==> config.mk <==
export PLATFORM = sky130hd
export DESIGN_NAME = http_chunked_body_decoder
export DESIGN_NICKNAME = d
export VERILOG_FILES = /design/src/hw/rtl/chbd_pkg.sv /design/src/hw/rtl/http_chunked_body_decoder.sv /design/src/hw/rtl/chbd_step.sv
export SDC_FILE = /design/constraint.sdc
export NUM_CORES = 1
export LEC_CHECK = 0
export BUFFER_PORTS_ARGS = -buffer_cell sky130_fd_sc_hd__buf_2
export CAP_MARGIN = 20
export CORE_MARGIN = 3
export CORE_UTILIZATION = 50
export CTS_CLUSTER_SIZE = 12
export DETAILED_ROUTE_END_ITERATION = 7
export PLACE_DENSITY_LB_ADDON = 0.1
export RECOVER_POWER = 50
export SLEW_MARGIN = 15
export SYNTH_ARGS = -nofsm -noshare
export SYNTH_HDL_FRONTEND = slang
export SYNTH_SLANG_ARGS = --single-unit
==> constraint.sdc <==
create_clock -name clk -period 3.06 [get_ports clk]
set_input_delay 0.306 -clock clk [delete_from_list [all_inputs] [get_ports clk]]
set_output_delay 0.306 -clock clk [all_outputs]
set_load 0.05 [all_outputs]
==> src/hw/rtl/chbd_pkg.sv <==
// Shared constants, types and the hex digit decoder of the chunked body decoder.
package chbd_pkg;

  localparam int unsigned BYTE_W  = 8;
  localparam int unsigned KIND_W  = 3;
  localparam int unsigned PHASE_W = 4;

  localparam logic [PHASE_W-1:0] PH_SIZE    = 4'd0;
  localparam logic [PHASE_W-1:0] PH_EXT     = 4'd1;
  localparam logic [PHASE_W-1:0] PH_SIZE_CR = 4'd2;
  localparam logic [PHASE_W-1:0] PH_EXT_CR  = 4'd3;
  localparam logic [PHASE_W-1:0] PH_DATA    = 4'd4;
  localparam logic [PHASE_W-1:0] PH_DSKIP1  = 4'd5;
  localparam logic [PHASE_W-1:0] PH_DSKIP2  = 4'd6;
  localparam logic [PHASE_W-1:0] PH_ZSKIP1  = 4'd7;
  localparam logic [PHASE_W-1:0] PH_ZSKIP2  = 4'd8;
  localparam logic [PHASE_W-1:0] PH_DONE    = 4'd9;
  localparam logic [PHASE_W-1:0] PH_ERR     = 4'd10;

  localparam logic [KIND_W-1:0] K_FRAME   = 3'd0;
  localparam logic [KIND_W-1:0] K_PAYLOAD = 3'd1;
  localparam logic [KIND_W-1:0] K_DONE    = 3'd2;
  localparam logic [KIND_W-1:0] K_ERROR   = 3'd3;
  localparam logic [KIND_W-1:0] K_IGNORED = 3'd4;

  localparam logic [BYTE_W-1:0] CH_CR    = 8'h0D;
  localparam logic [BYTE_W-1:0] CH_LF    = 8'h0A;
  localparam logic [BYTE_W-1:0] CH_SEMI  = 8'h3B;
  localparam logic [BYTE_W-1:0] CH_ZERO  = 8'h30;
  localparam logic [BYTE_W-1:0] CH_NINE  = 8'h39;
  localparam logic [BYTE_W-1:0] CH_LA    = 8'h61;
  localparam logic [BYTE_W-1:0] CH_LF_HX = 8'h66;
  localparam logic [BYTE_W-1:0] CH_UA    = 8'h41;
  localparam logic [BYTE_W-1:0] CH_UF_HX = 8'h46;

  typedef struct packed {
    logic       ok;
    logic [3:0] val;
  } hex_t;

  function automatic hex_t hex_decode(input logic [BYTE_W-1:0] c);
    hex_t        h;
    logic [BYTE_W-1:0] t;
    h = '0;
    t = '0;
    if (c >= CH_ZERO && c <= CH_NINE) begin
      t     = c - CH_ZERO;
      h.ok  = 1'b1;
      h.val = t[3:0];
    end else if (c >= CH_LA && c <= CH_LF_HX) begin
      t     = c - CH_LA + 8'd10;
      h.ok  = 1'b1;
      h.val = t[3:0];
    end else if (c >= CH_UA && c <= CH_UF_HX) begin
      t     = c - CH_UA + 8'd10;
      h.ok  = 1'b1;
      h.val = t[3:0];
    end
    return h;
  endfunction

endpackage

==> src/hw/rtl/http_chunked_body_decoder.sv <==
// Each input beat is held in the input reg, then its result in the result reg.
// Throughput: one byte per cycle unless stalled; chbd_step's state update sets it.
// in_tready stays high while the result register is empty or being drained.
// Reset (rst_n low, synchronous) empties both registers and returns the parser
// to the start of a size line.
module http_chunked_body_decoder #(
  parameter int unsigned SIZE_BITS = 32
) (
  input  logic       clk,
  input  logic       rst_n,
  input  logic       in_tvalid,
  output logic       in_tready,
  input  logic [7:0] in_tdata,   // [7:0] byte_in
  input  logic       in_tuser,   // [0] restart
  output logic       out_tvalid,
  input  logic       out_tready,
  output logic [7:0] out_tdata,  // [7:0] payload
  output logic [2:0] out_tuser,  // [2:0] kind
  output logic       out_tlast
);

  logic                         in_valid_r;
  logic [chbd_pkg::BYTE_W-1:0]  in_byte_r;
  logic                         in_restart_r;
  logic                         out_valid_r;
  logic [chbd_pkg::BYTE_W-1:0]  out_payload_r;
  logic [chbd_pkg::KIND_W-1:0]  out_kind_r;
  logic                         out_last_r;
  logic [chbd_pkg::PHASE_W-1:0] phase_r;
  logic [chbd_pkg::PHASE_W-1:0] phase_nxt;
  logic [SIZE_BITS-1:0]         size_r;
  logic [SIZE_BITS-1:0]         size_nxt;
  logic                         seen_r;
  logic                         seen_nxt;
  logic [SIZE_BITS-1:0]         rem_r;
  logic [SIZE_BITS-1:0]         rem_nxt;
  logic [chbd_pkg::KIND_W-1:0]  kind_nxt;
  logic [chbd_pkg::BYTE_W-1:0]  payload_nxt;
  logic                         last_nxt;
  logic                         advance;

  assign advance   = in_valid_r && (!out_valid_r || out_tready);
  assign in_tready = !in_valid_r || advance;

  chbd_step #(
    .SIZE_BITS(SIZE_BITS)
  ) u_step (
    .phase         (phase_r),
    .size_accum    (size_r),
    .digit_seen    (seen_r),
    .remaining     (rem_r),
    .byte_in       (in_byte_r),
    .restart       (in_restart_r),
    .phase_nxt     (phase_nxt),
    .size_accum_nxt(size_nxt),
    .digit_seen_nxt(seen_nxt),
    .remaining_nxt (rem_nxt),
    .kind          (kind_nxt),
    .payload       (payload_nxt),
    .chunk_last    (last_nxt)
  );

  always_ff @(posedge clk) begin
    if (!rst_n) begin
      in_valid_r  <= 1'b0;
      out_valid_r <= 1'b0;
      phase_r     <= chbd_pkg::PH_SIZE;
      size_r      <= '0;
      seen_r      <= 1'b0;
      rem_r       <= '0;
    end else begin
      if (in_tready) begin
        in_valid_r <= in_tvalid;
      end
      if (advance) begin
        out_valid_r <= 1'b1;
        phase_r     <= phase_nxt;
        size_r      <= size_nxt;
        seen_r      <= seen_nxt;
        rem_r       <= rem_nxt;
      end else if (out_tready) begin
        out_valid_r <= 1'b0;
      end
    end
  end

  always_ff @(posedge clk) begin
    if (in_tready && in_tvalid) begin
      in_byte_r    <= in_tdata;
      in_restart_r <= in_tuser;
    end
    if (advance) begin
      out_payload_r <= payload_nxt;
      out_kind_r    <= kind_nxt;
      out_last_r    <= last_nxt;
    end
  end

  assign out_tvalid = out_valid_r;
  assign out_tdata  = out_payload_r;
  assign out_tuser  = out_kind_r;
  assign out_tlast  = out_last_r;

endmodule

==> src/hw/rtl/chbd_step.sv <==
// Next-state and result logic for one body byte.
module chbd_step #(
  parameter int unsigned SIZE_BITS = 32
) (
  input  logic [chbd_pkg::PHASE_W-1:0] phase,
  input  logic [SIZE_BITS-1:0]         size_accum,
  input  logic                         digit_seen,
  input  logic [SIZE_BITS-1:0]         remaining,
  input  logic [chbd_pkg::BYTE_W-1:0]  byte_in,
  input  logic                         restart,
  output logic [chbd_pkg::PHASE_W-1:0] phase_nxt,
  output logic [SIZE_BITS-1:0]         size_accum_nxt,
  output logic                         digit_seen_nxt,
  output logic [SIZE_BITS-1:0]         remaining_nxt,
  output logic [chbd_pkg::KIND_W-1:0]  kind,
  output logic [chbd_pkg::BYTE_W-1:0]  payload,
  output logic                         chunk_last
);

  logic [chbd_pkg::PHASE_W-1:0] ph;
  logic [SIZE_BITS-1:0]         sz;
  logic                         seen;
  logic [SIZE_BITS-1:0]         rem;
  logic [SIZE_BITS-1:0]         rem_dec;
  chbd_pkg::hex_t               hx;
  logic                         sz_full;

  always_comb begin
    ph   = restart ? chbd_pkg::PH_SIZE : phase;
    sz   = restart ? '0 : size_accum;
    seen = restart ? 1'b0 : digit_seen;
    rem  = restart ? '0 : remaining;
  end

  assign hx      = chbd_pkg::hex_decode(byte_in);
  assign sz_full = (sz[SIZE_BITS-1 -: 4] != 4'd0);
  assign rem_dec = rem - {{(SIZE_BITS-1){1'b0}}, 1'b1};

  always_comb begin
    phase_nxt      = ph;
    size_accum_nxt = sz;
    digit_seen_nxt = seen;
    remaining_nxt  = rem;
    kind           = chbd_pkg::K_FRAME;
    payload        = '0;
    chunk_last     = 1'b0;
    unique case (ph)
      chbd_pkg::PH_SIZE: begin
        if (byte_in == chbd_pkg::CH_CR) begin
          phase_nxt = chbd_pkg::PH_SIZE_CR;
        end else if (byte_in == chbd_pkg::CH_SEMI) begin
          phase_nxt = chbd_pkg::PH_EXT;
        end else if (!hx.ok || sz_full) begin
          phase_nxt = chbd_pkg::PH_ERR;
          kind      = chbd_pkg::K_ERROR;
        end else begin
          size_accum_nxt = {sz[SIZE_BITS-5:0], hx.val};
          digit_seen_nxt = 1'b1;
        end
      end
      chbd_pkg::PH_EXT: begin
        if (byte_in == chbd_pkg::CH_CR) begin
          phase_nxt = chbd_pkg::PH_EXT_CR;
        end
      end
      chbd_pkg::PH_SIZE_CR, chbd_pkg::PH_EXT_CR: begin
        if (byte_in == chbd_pkg::CH_LF) begin
          if (!seen) begin
            phase_nxt = chbd_pkg::PH_ERR;
            kind      = chbd_pkg::K_ERROR;
          end else if (sz == '0) begin
            phase_nxt = chbd_pkg::PH_ZSKIP1;
          end else begin
            remaining_nxt = sz;
            phase_nxt     = chbd_pkg::PH_DATA;
          end
        end else if (ph == chbd_pkg::PH_SIZE_CR) begin
          phase_nxt = chbd_pkg::PH_ERR;
          kind      = chbd_pkg::K_ERROR;
        end else if (byte_in != chbd_pkg::CH_CR) begin
          phase_nxt = chbd_pkg::PH_EXT;
        end
      end
      chbd_pkg::PH_DATA: begin
        kind          = chbd_pkg::K_PAYLOAD;
        payload       = byte_in;
        remaining_nxt = rem_dec;
        if (rem_dec == '0) begin
          chunk_last = 1'b1;
          phase_nxt  = chbd_pkg::PH_DSKIP1;
        end
      end
      chbd_pkg::PH_DSKIP1: begin
        phase_nxt = chbd_pkg::PH_DSKIP2;
      end
      chbd_pkg::PH_DSKIP2: begin
        phase_nxt      = chbd_pkg::PH_SIZE;
        size_accum_nxt = '0;
        digit_seen_nxt = 1'b0;
      end
      chbd_pkg::PH_ZSKIP1: begin
        phase_nxt = chbd_pkg::PH_ZSKIP2;
      end
      chbd_pkg::PH_ZSKIP2: begin
        phase_nxt = chbd_pkg::PH_DONE;
        kind      = chbd_pkg::K_DONE;
      end
      default: begin
        kind = chbd_pkg::K_IGNORED;
      end
    endcase
  end

endmodule

---- Yosys cells after proc, flatten, opt, wreduce, memory -nomap -nowiden ----
Cells that the tools add are included.
word-level totals
  bits in registers ....................... 92
  input bits .............................. 13
  word-level logic and storage cells ...... 93
cells by class
  $add $sub $neg .......................... 6
  $lt $le $gt $ge ......................... 6
  equal/unequal tests ..................... 12
  multiplexer cells ....................... 40
  reductions and logical operators ........ 18
operators by type and width
  operator               number
  $mux 32                8
  $pmux 32 s2            2
  $logic_not 32->1       2
  $mux 4                 10
  $pmux 4 s8             1
  $sub 32x1->32 const B  1
  $eq 4x3->1 const B     4
  $eq 8x4->1 const B     2
  $ge 8x7->1 const B     2
  $le 8x7->1 const B     2
  $mux 5                 3
  $pmux 3 s5             1
  $sub 4x1->4 const B    3
  $mux 3                 3
  $add 4x4->4 const B    2
  $eq 4x2->1 const B     2
  $eq 8x6->1 const B     1
  $ge 8x6->1 const B     1
  $le 8x6->1 const B     1
  $mux 2                 4
  $ne 8x4->1 const B     1
  $mux 1                 7
  $logic_and 1x1->1      5
  $eq 4x1->1 const B     1
  other kinds (9)        13

---- Longest topological paths before layout ----
Gate-level depths: netlist of the first run.
  depth in word-level cells ............... 11
  depth in mapped cells ................... 11

---- Cells and area by module ----
Synthesis of the first run repeated with hierarchy kept, for this count alone.
unflattened totals
  cell total of the unflattened synthesis .. 872
  area total of the unflattened synthesis .. 6617.6 µm²
by module, submodules not included
  module                     instances  cells an instance  area an instance (µm²)
  http_chunked_body_decoder  1          330                3552.2
  chbd_step                  1          542                3065.4

---- Worst setup path before layout of the first run ----
Ideal clock, no wire load.
  path type ............................... register -> register
  start point ............................. register in_restart_r
  end point ............................... register out_last_r, in the netlist out_tlast, data pin
  library setup time ...................... 134 ps
  arrival ................................. 2755 ps
  required time ........................... 2926 ps
  setup slack ............................. 171 ps
  stages on the path, launching flop included .. 11
  cells stage by stage .................... edfxtp_1 clkbuf_1 clkbuf_1 buf_1 nor2b_1 ha_1 nand2b_1 or4_1 or4_1 or4_1 and4b_1
on the way
  longest elaborated chain between the ends .. 4
  elaborated cells on any way between the ends .. 6
RTL lines
  item                    line                             RTL
  start, declared         http_chunked_body_decoder.sv:24  logic in_restart_r;
  start signal, assigned  http_chunked_body_decoder.sv:90  in_restart_r <= in_tuser;
  $mux 32                 chbd_step.sv:32                  rem = restart ? '0 : remaining;
  $sub 32x1->32           chbd_step.sv:37                  assign rem_dec = rem - {{(SIZE_BITS-1){1'b0}}, 1'b1};
  $logic_not 32->1        chbd_step.sv:88                  if (rem_dec == '0) begin
  $mux 1                  chbd_step.sv:88
  end signal, assigned    http_chunked_body_decoder.sv:95  out_last_r <= last_nxt;
  end, declared           http_chunked_body_decoder.sv:28  logic out_last_r;
Parallel ways exist; a longest one is shown, timed or not.
A chain may end at the register's enable or synchronous reset.

---- Worst setup path after layout of the first run ----
  start point ............................. register rem_r[0]
  end point ............................... register out_last_r, in the netlist out_tlast, data pin
on the way
  longest elaborated chain between the ends .. 4
RTL lines
  item                    line                             RTL
  start, declared         http_chunked_body_decoder.sv:35  logic [SIZE_BITS-1:0] rem_r;
  start signal, assigned  http_chunked_body_decoder.sv:80  rem_r <= rem_nxt;
  $mux 32                 chbd_step.sv:32
  $sub 32x1->32           chbd_step.sv:37
  $logic_not 32->1        chbd_step.sv:88
  $mux 1                  chbd_step.sv:88
Every way passes these cells.

==> results of run 1 <==
==> cell usage in the layout (no fill, tap or decap), types with 6 or more instances in the layout <==
| cell type | Yosys | layout |
|---|---|---|
| and3_1 | 8 | 8 |
| nor2b_1 | 6 | 6 |
| o21ai_0 | 73 | 72 |
| buf_2 | 0 | 11 |
| o31a_1 | 7 | 7 |
| dfxtp_1 | 71 | 71 |
| o2bb2ai_1 | 8 | 8 |
| o21a_1 | 6 | 6 |
| nand2_1 | 55 | 55 |
| buf_4 | 0 | 25 |
| clkbuf_8 | 0 | 10 |
| inv_1 | 9 | 9 |
| nand2b_1 | 8 | 8 |
| a31oi_1 | 8 | 8 |
| or3_1 | 7 | 7 |
| nor3_1 | 18 | 18 |
| a21boi_0 | 13 | 13 |
| a21oi_1 | 44 | 44 |
| nand3_1 | 16 | 16 |
| nor2_1 | 34 | 34 |
| clkbuf_1 | 46 | 18 |
| edfxtp_1 | 21 | 21 |
| xnor2_1 | 8 | 8 |
| and2_0 | 0 | 6 |
| o31ai_1 | 6 | 6 |
| or4_1 | 11 | 11 |
| nor4_1 | 20 | 20 |
==> per-stage QoR <==
step	power, mW	instance area, µm²	hold WS [ns]	setup slack, ns	util [%]
2_1_floorplan	1.526	5145	0.4049	0.1711	-
3_3_place_gp	1.612	5460	0.4625	0.3425	55.10
3_5_place_dp	1.616	5460	0.4664	0.2839	55.10
4_1_cts	2.553	5689	0.09840	0.2469	57.41
5_1_grt	2.631	5657	0.09043	0.01574	57.08
6_report	2.543	5657	0.1094	0.1910	57.08
==> power breakdown <==
| part | internal [mW] | switching [mW] | total, mW |
|---|---|---|---|
| Sequential | 1.26 | 0.0258 | 1.29 |
| Clock | 0.489 | 0.462 | 0.951 |
| Combinational | 0.0973 | 0.206 | 0.304 |
| Total | 1.85 | 0.694 | 2.54 |
==> final timing paths <==
| check | slack [ns] | endpoint | cells past startpoint | startpoint |
|---|---|---|---|---|
| max | 0.19 | out_tlast | 6 | rem_r[0] |
| min | 0.11 | in_byte_r[1] | 1 | in_tdata[1] |
| max reg2reg | 0.19 | out_tlast | 6 | rem_r[0] |
| min reg2reg | 0.48 | seen_r | 2 | seen_r |
==> area by class of cell <==
type,instances,area share [%]
repair buffers,55,5.574
flip-flops and latches,92,36.28
clock inverters,6,1.615
multi-input cells,462,50.50
inverters,10,0.6636
well taps,133,2.942
clock buffers,10,2.433
==> worst register-to-register path: cells and delay by family (launching register included) <==
kind | cells | cell delay (ns)
flops | 1 | 0.39
compound gates | 1 | 0.38
simple gates | 5 | 1.96
==> registers in the layout, indices dropped and copies added (netlist names) <==
name,count
in_byte_r,8
out_tvalid,1
out_tlast,1
in_valid_r,1
seen_r,1
rem_r,32
in_restart_r,1
out_tuser,3
out_tdata,8
phase_r,4
size_r,32
==> cells by family (layout without fill, tap and decap cells) <==
group	after synthesis	in the layout
buf+inv	59	81
flops	92	92
xor+xnor	11	11
compound gates	221	221
simple gates	220	220
mux	5	5
fa+ha+maj	5	5
==> metal layers <==
layer,up-vias,track usage [%],share of wire [%]
li1,2368,-,-
met1,2393,41.85,44
met2,283,41.60,42
met3,38,7.259,12
met4,0,7.755,2.0
met5,-,0,0
==> impl_metrics.tcl, run 1 <==
set metrics [dict create \
    syn-instance-count 613 \
    crit_type "flop to flop" \
    fin_setup_tns_ns 0 \
    coreArea_um2 9910 \
    synth_common_cells "73 x o21ai_0, 71 x dfxtp_1, 55 x nand2_1" \
    cp_common_cell "or4_4" \
    final_nets 648 \
    antenna_found_initial 0 \
    synth_top_family_by_area "compound AO/OA/AOI/OAI gates" \
    die_y_um 107.4 \
    worstPathMaxFanout 21 \
    io_buffers 26 \
    vias 5082 \
    rows 36 \
    grt_first_pass_wirelength_um 25810 \
    multi_input_area_um2 2856 \
    diodes 0 \
    vias_per_cell 6.617 \
    regArea_um2 2052 \
    crit_slowest_cell "or4_4" \
    cp.required_ns 3.29 \
    fin_cells 768 \
    synthSimpleGateAreaFrac_pct 23.57 \
    cts.sinks 92 \
    cts-root-buf "clkbuf_8" \
    grtUsageTotal_pct 28.52 \
    critPathLaunchType "flop" \
    fin_crit_ns 2.869 \
    status "completed" \
    cts.hold.buffers_added 0 \
    yosysWarnings 0 \
    synthAdderAreaFrac_pct 1.216 \
    syn_avg_cell_area_um2 8.393 \
    cts_resized 0 \
    postSynth.asyncResetShare_pct 0 \
    fp.dieW_um 107.4 \
    synth_area_leader_cell "dfxtp_1" \
    fillers 940 \
    arrival_ns 3.10 \
    drive_gt1_share_pct 10.55 \
    drt_first_iter_violations 547 \
    syn_nets 631 \
    placed_cells 752 \
    start_util_pct 51.92 \
    worstPathCellList "or4_4 > or4_4 > o31ai_1 > and4_1 > and3_1 > and4b_1" \
    synth-seq-cells 92 \
    cts_setup_buffers 0 \
    path_delay_family "simple AND/OR/NAND/NOR gates" \
    crit_path_end_kind "flop" \
    synth.area.top_cells "dfxtp_1 28%, edfxtp_1 12%, o21ai_0 7.1%" \
    setup_viol_count_final 0 \
    synth-compound-area-share_pct 27.87 \
    cts_tree "built" \
    avgRoutedWirePerCell_um 20.96 \
    final_hold_viol_count 0 \
    cts_buffer_depth 2 \
    gp_congestion 0.9517 \
    cts_buffers 9 \
    drc_errors 0 \
    cts_htree_levels 3 \
    p_leak_nw 1.990 \
    skew_ns 0.01720 \
    rsz0062_at_grt "false" \
    path_clk_slew_ns 0.11 \
    antenna_left 0 \
    die-area_um2 11540 \
    max_stage_delay_ns 0.72 \
    timing.slew.headroom_pct 33.45 \
    ir_drop_uv 239.4 \
    synthXorXnorAreaFrac_pct 1.873 \
    boundaryPins 27 \
    maxCapViolations 0 \
    hpwlAfterDp_um 11340 \
    fmaxAchievable_ghz 0.3485 \
    hold_class "primary input to flop" \
    finalCritPeriodShare_pct 93.76 \
    syn_area_um2 5145 \
    ys_types 76 \
    synth_edf_count 21 \
    grt_max_degree 32 \
    pwr_density_cell_nw_per_um2 449.6 \
    overflow 0 \
    ys_seq_area_share_pct 39.88 \
    clk_latency_ns 0.37 \
    slew_viol_final 0 \
    dr.pass1.iters 5 \
    worst_pin_slew_ns 0.9982 \
    synth.most_common_cell "o21ai_0" \
    synth_flop_cell "dfxtp_1" \
    path_buf_inv 0 \
    syn_to_final_growth_pct 9.947 \
    grt_pass1_vias 4784 \
    wl_um 16090 \
    synth.top_cell.area_share_pct 27.63 \
    synthMuxAreaShare_pct 0.9971 \
]
Note: power is estimated with default switching activity, not from simulation.
==> run 2, diff against run 1 <==
ABC_AREA = 0   (was not set)
CORE_UTILIZATION = 56   (was 50)
==> run 2 against run 1 <==
Against the previous run:
- flip-flop and latch count is the same
- fmax grew 0.16%
- non-clock buffer count shrank 5
- wire length shrank 4.0%
- design area shrank 2.1%
- register-to-register slack is essentially flat
- die area shrank 10%
- critical path depth grew 1
- via count is essentially flat
- critical endpoint is now rem_r[30]
==> impl_metrics.tcl, run 2 (synthesis results as in run 1) <==
set metrics [dict create \
    clkPwrFrac_pct 32.4 \
    boundaryPins 27 \
    drt_first_iter_violations 666 \
    ir_drop_uv 251.3 \
    crit_type "flop to flop" \
    design_area_um2 5537 \
    layout_common_cells "72 x o21ai_0, 71 x dfxtp_1, 55 x nand2_1" \
    slew_viol_final 0 \
    largestRegisters "rem_r (32), size_r (32)" \
    syn_to_final_growth_pct 7.612 \
    placed_cell_area_um2 5391 \
    worst_pin_slew_ns 0.9803 \
    io_buffers 26 \
    cts_buffers 9 \
    cts_buffer_depth 2 \
    coreArea_um2 8806 \
    die-area_um2 10370 \
    arrival_ns 3.13 \
    fin_crit_ns 2.864 \
    avgRoutedWirePerCell_um 20.93 \
    setup_viol_count_final 0 \
    cts_resized 0 \
    p_total_mw 2.349 \
    grt_pass1_vias 4719 \
    pwr-share-comb_pct 12.8 \
    grt_max_degree 32 \
    cts_tree "built" \
    vias 5079 \
    timing.slew.headroom_pct 34.64 \
    cts_setup_buffers 0 \
    cp.required_ns 3.32 \
    fp.dieW_um 101.9 \
    worstPathMaxFanout 11 \
    p_leak_nw 1.941 \
    status "completed" \
    crit_path_end_kind "flop" \
    cts.sinks 92 \
    start_util_pct 58.43 \
    die_y_um 101.9 \
    path_clk_slew_ns 0.10 \
    rrSetupSlack_ns 0.20 \
    gp_congestion 0.9580 \
    layout_commonest_cell "o21ai_0" \
    skew_ns 0.01173 \
    critPathLaunchType "flop" \
    pwr_density_cell_nw_per_um2 424.3 \
    cts_htree_levels 3 \
    fin_setup_tns_ns 0 \
    overflow 0 \
    vias_per_cell 6.882 \
    r2r_cells 7 \
    grtUsageTotal_pct 30.79 \
    clk_latency_ns 0.36 \
    dr.pass1.iters 5 \
    rows 34 \
    hpwlAfterDp_um 10960 \
    drive_gt1_share_pct 9.683 \
    antenna_left 0 \
    p_switching_mw 0.6859 \
    maxCapViolations 0 \
    finalCritPeriodShare_pct 93.61 \
    grt_first_pass_wirelength_um 24900 \
    final_hold_viol_count 0 \
    seqPwrFrac_pct 54.8 \
    final_util_pct 62.87 \
    diodes 0 \
    hold_class "primary input to flop" \
    drc_errors 0 \
    cts.hold.buffers_added 0 \
    final_nets 643 \
    rsz0062_at_grt "false" \
    fmaxAchievable_ghz 0.3491 \
    wl_um 15440 \
    swShare_pct 29.20 \
    hold_depth 1 \
    fillers 779 \
    antenna_found_initial 0 \
    cts-root-buf "clkbuf_8" \
    internal-power_mw 1.663 \
]
## run 2: layout make-up
class	count	area, µm²	share of cell area [%]
inverters	10	37.54	0.6780
repair buffers	50	280.3	5.062
clock buffers	10	127.6	2.305
well taps	108	135.1	2.441
multi-input cells	462	2856	51.59
flip-flops and latches	92	2052	37.06
clock inverters	6	47.55	0.8588
## run 2: worst paths after layout
kind | endpoint | start
max | rem_r[30] | in_restart_r
min | in_byte_r[1] | in_tdata[1]
max reg2reg | rem_r[30] | in_restart_r
min reg2reg | seen_r | seen_r
## run 2: critical path, stage by stage, from the launching register on
cell	delay, ns
edfxtp_1	0.50
buf_4	0.23
nor4b_2	0.35
buf_4	0.24
nand3_1	0.31
o21ai_1	0.86
a22oi_1	0.13
o21ai_0	0.14
## run 2: layer usage
layer	vias to the layer above	GRT usage [%]	share of wire (%)
li1	2354	-	-
met1	2375	44.19	42
met2	309	45.42	43
met3	41	7.713	12
met4	0	10.60	2.3
met5	-	0	0
## run 2: metrics by stage
step / hold slack, ns / worst slack (ns) / std cells
2_1_floorplan: 0.4049 / 0.1711 / 613
3_3_place_gp: 0.4643 / 0.3464 / 722
3_5_place_dp: 0.4764 / 0.2907 / 722
4_1_cts: 0.1055 / 0.2651 / 738
5_1_grt: 0.09539 / 0.06645 / 738
6_report: 0.1134 / 0.1955 / 738
## run 2: power by group through the flow
stage / Sequential [mW] / Combinational (mW) / Clock, mW
global placement: 1.31 / 0.292 / 0
finish: 1.29 / 0.300 / 0.762
detailed placement: 1.31 / 0.294 / 0
CTS: 1.29 / 0.296 / 0.771
global route: 1.29 / 0.325 / 0.826
floorplan: 1.32 / 0.202 / 0
